`src/crm_pkg.sv`:
```
// Package for the color-to-depth inverse remap block.
// Holds frame constants, transaction types, item kind codes and address helpers.
// Used by every module of the block but crm_ram; depends on nothing else.
package crm_pkg;

	localparam int COLOR_WIDTH  = 640;
	localparam int COLOR_HEIGHT = 480;
	localparam int DEPTH_WIDTH  = 640;
	localparam int DEPTH_HEIGHT = 480;

	localparam int MAP_CELLS   = COLOR_WIDTH * COLOR_HEIGHT;
	localparam int STORE_CELLS = DEPTH_WIDTH * DEPTH_HEIGHT;
	localparam int MAP_AW      = $clog2(MAP_CELLS);
	localparam int DEPTH_AW    = $clog2(STORE_CELLS);
	localparam int MAP_DW      = 20;
	localparam int QUEUE_DEPTH = 4;
	localparam int QUEUE_AW    = $clog2(QUEUE_DEPTH);

	localparam logic [1:0] KIND_CLEAR = 2'd0;
	localparam logic [1:0] KIND_FWD   = 2'd1;
	localparam logic [1:0] KIND_DEPTH = 2'd2;
	localparam logic [1:0] KIND_QUERY = 2'd3;

	typedef struct packed {
		logic [1:0]         kind;
		logic [9:0]         depth_col;
		logic [8:0]         depth_row;
		logic signed [11:0] color_col;
		logic signed [11:0] color_row;
		logic [15:0]        depth_sample;
		logic               last_in_batch;
	} item_t;

	typedef struct packed {
		logic        found;
		logic        from_neighbors;
		logic [13:0] result_col_fx;
		logic [12:0] result_row_fx;
		logic [15:0] result_depth;
		logic        last_of_batch;
	} result_t;

	typedef struct packed {
		item_t                item;
		logic                 color_ok;
		logic                 depth_ok;
		logic [MAP_AW-1:0]    map_addr;
		logic [DEPTH_AW-1:0]  depth_addr;
	} cmd_t;

	function automatic logic color_inside(logic signed [12:0] c, logic signed [12:0] r);
		return (c >= 13'sd0) && (int'(c) < COLOR_WIDTH) &&
		       (r >= 13'sd0) && (int'(r) < COLOR_HEIGHT);
	endfunction

	function automatic logic [MAP_AW-1:0] map_index(logic [10:0] c, logic [10:0] r);
		return MAP_AW'(int'(r) * COLOR_WIDTH + int'(c));
	endfunction

	function automatic logic [DEPTH_AW-1:0] depth_index(logic [10:0] c, logic [9:0] r);
		return DEPTH_AW'(int'(r) * DEPTH_WIDTH + int'(c));
	endfunction

endpackage

```
`src/crm_front.sv`:
```
// Front end: accepts input transactions, checks frame bounds, forms addresses
// and holds the results in a short command queue. Depends on crm_pkg.
module crm_front import crm_pkg::*; (
	input  logic  clk,
	input  logic  arst_n,
	input  item_t item,
	input  logic  item_valid,
	output logic  item_stall,
	input  logic  hold,
	input  logic  pop,
	output cmd_t  head,
	output logic  head_valid
);

	cmd_t                mem_q [QUEUE_DEPTH];
	logic [QUEUE_AW-1:0] wr_ptr_q;
	logic [QUEUE_AW-1:0] rd_ptr_q;
	logic [QUEUE_AW:0]   count_q;
	logic                push;
	cmd_t                cmd;

	assign item_stall = (int'(count_q) == QUEUE_DEPTH) || hold;
	assign push       = item_valid && !item_stall;
	assign head       = mem_q[rd_ptr_q];
	assign head_valid = (count_q != '0);

	always_comb begin
		cmd.item       = item;
		cmd.color_ok   = color_inside({item.color_col[11], item.color_col},
		                              {item.color_row[11], item.color_row});
		cmd.depth_ok   = (int'(item.depth_col) < DEPTH_WIDTH) &&
		                 (int'(item.depth_row) < DEPTH_HEIGHT);
		cmd.map_addr   = map_index(item.color_col[10:0], item.color_row[10:0]);
		cmd.depth_addr = depth_index({1'b0, item.depth_col}, {1'b0, item.depth_row});
	end

	always_ff @(posedge clk) begin
		if (push) begin
			mem_q[wr_ptr_q] <= cmd;
		end
	end

	always_ff @(posedge clk or negedge arst_n) begin
		if (!arst_n) begin
			wr_ptr_q <= '0;
			rd_ptr_q <= '0;
			count_q  <= '0;
		end else begin
			if (push) begin
				wr_ptr_q <= wr_ptr_q + 1'b1;
			end
			if (pop) begin
				rd_ptr_q <= rd_ptr_q + 1'b1;
			end
			if (push && !pop) begin
				count_q <= count_q + 1'b1;
			end else if (pop && !push) begin
				count_q <= count_q - 1'b1;
			end
		end
	end

endmodule

```
`config.mk`:
```
export PLATFORM = sky130hd
export DESIGN_NAME = crm_front
export DESIGN_NICKNAME = d
export VERILOG_FILES = /design/src/crm_pkg.sv /design/src/crm_front.sv
export SDC_FILE = /design/constraint.sdc
export NUM_CORES = 1
export LEC_CHECK = 0
export BUFFER_PORTS_ARGS = -buffer_cell sky130_fd_sc_hd__buf_4
export CORE_UTILIZATION = 42
export DETAILED_ROUTE_END_ITERATION = 16
export GPL_ROUTABILITY_DRIVEN = 1
export RECOVER_POWER = 100
export SKIP_CTS_REPAIR_TIMING = 1
export SLEW_MARGIN = 20
export SYNTH_ARGS = -nofsm -noshare
export SYNTH_HDL_FRONTEND = slang
export SYNTH_SLANG_ARGS = --single-unit
```
`constraint.sdc`:
```
create_clock -name clk -period 3.91 [get_ports clk]
set_input_delay 0.1955 -clock clk [delete_from_list [all_inputs] [get_ports clk]]
set_output_delay 0.1955 -clock clk [all_outputs]
set_load 0.01 [all_outputs]
```
==> out/metrics.csv, run 1 <==
metric,value,unit
Syn Area/Cell,21.23,um2
layout cells sized above 1,16.13,%
grt ovf,0,
Synth area leaders,"edfxtp_1 73%, mux4_2 14%, ha_1 3.7%",
Register Area,0.01075,mm2
die height,188.2,um
Post-DP HPWL,17.21,mm
Max-Slew Margin vs Limit,-43.51,%
switching part of the total power,29.72,%
Hold Fails Final Rpt,0,
Max Slew Vio Count,142,
die span in x,188.2,um
final core utilization,51.67,%
multi-input logic area,0.003555,mm2
"Seq/Total Area, Yosys",73.77,%
Net Switching,3.426,mW
number of global-route vias before repair,7315,
final RePlAce weighted congestion,0.7692,
Top Ports,171,
drt pass-1 iters,4,
Cells after DPL,1279,
fin cells,1409,
"EDFF count, synth",352,
register bit total from synthesis,359,
synthesized area,0.01457,mm2
initial drt markers,359,
Total GRT Usage,16.09,%
unrepaired setup endpoints after global routing,false,
global-route wire length before repair,43.17,mm
"Primary FF master, synth",edfxtp_1,
Core ar.,0.03387,mm2
Layout area overhead,20.13,%
Yosys cell types,44,
Arrival @ worst endpoint,3190,ps
Root Buffer,clkbuf_16,
setup TNS,0,ps
clock power share,28.4,%
Num CTS Buffers,39,
R2R Setup Slk,550,ps
Critical Path Fanout Max,52,
Slew @ Worst Pin,2153,ps
Peak Freq,295.1,MHz
die area,0.03543,mm2
Tmin final,3388,ps
"CTS clk-pin slew, worst paths",60,ps
DRC,0,
Placement Setup Slack,847.9,ps
Critical R2R Launch,count_q[0],
Row Count,67,
CTS tree,yes,
CP required,3710,ps
"area leader, netlist",edfxtp_1,
Flop pwr share,43.8,%
maximum VDD drop,0.3518,mV
final WL,28.62,mm
largest net degree at the start of global routing,56,
number of vias in the routed layout,7304,
Fin Clk Skew,13.44,ps
met1 Use GR,21.10,%
met3 usage,4.228,%
Pleak,5.717,nW
FF-to-FF End,mem_q[0][18],
PortBufs,170,
Crit path largest cell delay,1640,ps
worst reg-to-reg path cell count,4,
crit end category,output port,
Clock Latency Late Sink,520,ps
clk buf depth,3,
synth cell count leaders,"352 x edfxtp_1, 88 x mux4_2, 43 x ha_1, 20 x xnor2_1",
Worst Hold Class,primary input to async pin,
Synthesized Nets,801,
critical path cell sequence,buf_12 > mux4_2 > clkbuf_1,
post-synthesis cell count,686,
ys async rst share,1.950,%
status,"complete, but fails checks",
Avg WL per Cell,20.31,um
maximum capacitance violations,4,
Antenna Cells,0,
WS Path Type,register to output port,
antenna violations before repair,0,
CP max stage cell,dfrtp_1,
post-synth top area share,72.56,%
Final Cycle Share,86.66,%
clk sinks,359,
"antenna viol nets, final",0,
starting density of the core,43.01,%
H-tree levels,2,
Layout Nets,1051,
Pwr Density,658.6,mW/mm2
met2 usage,26.74,%
final worst setup slack,521.7,ps
Comb pwr share,27.8,%
CP startpoint kind,register,
final setup violation count,0,
drt via density,5.184,
number of fill cells,2902,
top-count cell post-synth,edfxtp_1,
failing checks,"max-capacitance violations, max-slew violations",
Yosys Warn Count,0,
Int Pwr,8.099,mW
GR peak layer,met2,
-- sequential cells by signal, summed over array words and instances (netlist names) --
signal / cells
mem_q: 352
wr_ptr_q: 2
rd_ptr_q: 2
count_q: 3
-- worst max-delay path by stage --
stage                     to        start  slack, ps  cells past startpoint
2_1_floorplan  mem_q[1][100]   count_q[0]        600                      3
3_3_place_gp    mem_q[0][37]     item[18]        980                     10
6_report            head[32]  rd_ptr_q[1]        520                      3
3_5_place_dp    mem_q[1][37]     item[18]        850                     10
4_1_cts             head[61]  rd_ptr_q[0]       1060                      3
5_1_grt         mem_q[0][18]   count_q[0]        280                      4
-- layer usage --
metal  wire length (um)  share of wire (%)
met5                  0                  0
met2              13910                 49
met3               1630                5.7
met4                480                1.7
met1              12600                 44
-- worst max-delay path, delay by kind of cell, from the launching register on --
kind | cells | cell delay (ps)
mux | 1 | 400
flops | 1 | 1640
buf+inv | 2 | 600
-- cell families after synthesis --
kind of cell	synth area share, %
muxes	13.68
DFF	73.77
adders and majority gates	4.381
buffers and inverters	1.787
and+or+nand+nor	2.251
AOI/OAI and AO/OA	1.907
xor gates and xnor gates	2.225
-- cell usage in the layout, fill, tap and decap left out, types with 2 or more instances in the layout --
master / count
edfxtp_1: 352
clkbuf_1: 177
mux4_2: 88
dlygate4sd3_1: 64
ha_1: 43
clkbuf_16: 40
xnor2_1: 20
inv_1: 17
nor2_1: 17
xor2_1: 17
o21ai_0: 11
a21oi_1: 10
buf_4: 9
nand2_1: 8
clkinv_1: 7
dfrtp_1: 6
buf_12: 6
nor3b_1: 5
o21a_1: 5
fa_1: 5
nand4_1: 4
nor2b_1: 4
nand3_1: 4
and3_1: 4
clkinv_2: 4
a21o_1: 3
a211oi_1: 2
and2_0: 2
o31ai_1: 2
or4_1: 2
o31a_1: 2
nor3_1: 2
-- power groups by stage --
stage	Sequential, mW	Combinational [mW]	Clock, mW
after floorplan	4.94	2.37	0
after global placement	5.13	3.75	0
final	5.05	3.21	3.27
after global routing	5.11	3.51	3.51
after CTS	5.07	3.78	3.37
after detailed placement	5.15	3.77	0
-- layout make-up --
| type | instances | area share, % |
|---|---|---|
| sequential | 359 | 61.43 |
| multi-input combinational | 275 | 20.31 |
| timing repair buffer | 244 | 8.280 |
| clock buffer | 53 | 5.999 |
| tap | 448 | 3.203 |
| clock inverter | 13 | 0.4076 |
| inverter | 17 | 0.3647 |
-- per-stage QoR --
step / power (mW) / cell area (um2) / hold slack, ps
finish: 11.52 / 17500 / 108.3
global route: 12.13 / 17500 / 137.4
CTS: 12.22 / 17510 / -541.3
detailed placement: 8.916 / 16380 / 17.39
global placement: 8.886 / 16380 / 14.63
floorplan: 7.308 / 14570 / -100.1
Note: power is estimated with default switching activity, not from simulation.
==> run 2: changes to the inputs <==
--- a/config.mk
+++ b/config.mk
@@ -8,4 +8,5 @@
 export BUFFER_PORTS_ARGS = -buffer_cell sky130_fd_sc_hd__buf_4
 export CORE_UTILIZATION = 42
+export CTS_BUF_LIST = sky130_fd_sc_hd__clkbuf_8
 export DETAILED_ROUTE_END_ITERATION = 16
 export GPL_ROUTABILITY_DRIVEN = 1
==> constraint.sdc (replaced) <==
create_clock -name clk -period 3.91 [get_ports clk]
set_input_delay 0.1955 -clock clk [delete_from_list [all_inputs] [get_ports clk]]
set_output_delay 0.1955 -clock clk [all_outputs]
set_load 0.02 [all_outputs]
==> out/metrics.csv, run 2 (synthesis results as in run 1) <==
metric,value,unit,change
status,"complete, but fails checks",,
failing checks,"max-capacitance violations, max-slew violations",,
DRC,0,,unchanged
WS Path Type,register to register,,
CP startpoint kind,register,,
Max Slew Vio Count,68,,-52%
PortBufs,170,,unchanged
grt ovf,0,,unchanged
H-tree levels,2,,unchanged
number of vias in the routed layout,7437,,+1.8%
Row Count,67,,unchanged
final RePlAce weighted congestion,0.7692,,unchanged
Layout Nets,1072,,+2.0%
number of global-route vias before repair,7539,,+3.1%
Arrival @ worst endpoint,3440,ps,+250 ps
initial drt markers,363,,+1.1%
clk sinks,359,,unchanged
die area,0.03543,mm2,unchanged
maximum VDD drop,0.3726,mV,+5.9%
Hold WS,77.13,ps,-31.21 ps
Peak Freq,314.1,MHz,+6.4%
worst reg-to-reg path cell count,4,,unchanged
Root Buffer,clkbuf_8,,
Worst Hold Class,primary input to register,,
largest registers,"mem_q (352), count_q (3)",,
crit end category,register,,
"most common cell after layout, fill and taps aside",edfxtp_1,,
antenna violations before repair,0,,unchanged
Post-DP HPWL,17.21,mm,unchanged
Fin Clk Skew,16.55,ps,+3.108 ps
Final Cycle Share,81.43,%,-5.2 points
Total GRT Usage,16.28,%,+0.18 points
Pwr Density,681.2,mW/mm2,+3.4%
Avg WL per Cell,19.87,um,-2.2%
die height,188.2,um,unchanged
Clock Latency Late Sink,620,ps,+100 ps
Layout area overhead,20.42,%,
final WL,28.89,mm,+0.96%
final setup violation count,0,,unchanged
Hold Startpoint,item_valid,,
setup TNS,0,ps,unchanged
Num CTS Buffers,59,,+51%
R2R Setup Slk,730,ps,+180 ps
most frequent cells in the layout,"352 x edfxtp_1, 164 x clkbuf_1, 88 x mux4_2, 65 x dlygate4sd3_1, 59 x clkbuf_8",,
Top Ports,171,,unchanged
CP required,4170,ps,+460 ps
drt pass-1 iters,6,,+2
Core ar.,0.03387,mm2,unchanged
Critical R2R Launch,count_q[0],,
Hold Fails Final Rpt,0,,unchanged
FF-to-FF End,mem_q[2][100],,
"CTS clk-pin slew, worst paths",60,ps,about the same
Top reg by flops,mem_q,,
starting density of the core,43.01,%,unchanged
Max-Slew Margin vs Limit,-30.24,%,+13 points
hold depth,3,,
Placement Setup Slack,847.9,ps,unchanged
fin cells,1454,,+3.2%
Cells after DPL,1279,,unchanged
max reg flops,352,,unchanged
final core utilization,51.79,%,+0.13 points
drt via density,5.115,,-1.3%
Antenna Cells,0,,unchanged
"antenna viol nets, final",0,,unchanged
largest net degree at the start of global routing,56,,unchanged
CTS tree,yes,,
Tmin final,3184,ps,-204.3 ps
unrepaired setup endpoints after global routing,false,,
Critical Path Fanout Max,55,,+5.8%
Slew @ Worst Pin,1954,ps,-199.0 ps
maximum capacitance violations,2,,-2
global-route wire length before repair,43.48,mm,+0.73%
Hold EP,wr_ptr_q[0],,
die span in x,188.2,um,unchanged
Pleak,5.798,nW,+1.4%
final worst setup slack,726.1,ps,+204.3 ps
layout cells sized above 1,19.18,%,+3.1 points
clk buf depth,3,,unchanged
==> run 2: cell types whose count changed in the layout (fill, tap and decap cells not counted), moves of 2 or more <==
| cell | delta |
|---|---|
| clkinv_2 | +11 |
| clkbuf_2 | +2 |
| clkinvlp_4 | +3 |
| inv_1 | +9 |
| buf_4 | -2 |
| clkbuf_16 | -40 |
| clkinv_1 | +12 |
| clkbuf_8 | +59 |
| clkbuf_1 | -13 |
| bufinv_16 | +5 |
==> run 2: final cells by class <==
cell class | instances | area (um2)
Fill cell | 2906 | 16330
Sequential cell | 359 | 10750
Multi-Input combinational cell | 275 | 3560
Timing Repair Buffer | 245 | 1441
Clock buffer | 59 | 812.0
Tap cell | 448 | 560.5
Clock inverter | 51 | 352.8
Inverter | 17 | 63.81
==> run 2: worst max path at each step <==
stage	slack, ps	cells after the start	endpoint	startpoint
after floorplan	600	3	mem_q[1][100]	count_q[0]
after global placement	980	10	mem_q[0][37]	item[18]
after detailed placement	850	10	mem_q[1][37]	item[18]
after CTS	920	3	head[61]	rd_ptr_q[0]
after global routing	410	4	mem_q[2][100]	count_q[0]
final	730	4	mem_q[2][100]	count_q[0]
==> run 2: through the flow <==
stage                     power, mW  cell area, um2
after CTS                     12.69           17550
after detailed placement      9.427           16380
after global placement        9.397           16380
after global routing          12.56           17540
final                         11.95           17540
after floorplan               7.819           14570
==> run 2: per-layer routing <==
layer	track usage (%)	wire length (um)
met5	0	0
met4	5.097	514
met3	4.526	1908
met2	26.80	14170
met1	20.99	12300
==> run 2: report_power, final <==
group	internal [mW]	switching, mW	total [mW]
clock	1.74	1.47	3.22
sequential	4.77	0.287	5.06
combinational	1.43	2.25	3.68
total	7.95	4.00	11.9
==> run 2: critical path, cell delays in order, from the launching register on <==
cell and delay [ps]:
dfrtp_1 430, nor2_1 80, a21oi_1 330, and3_1 1530
buf_12 420
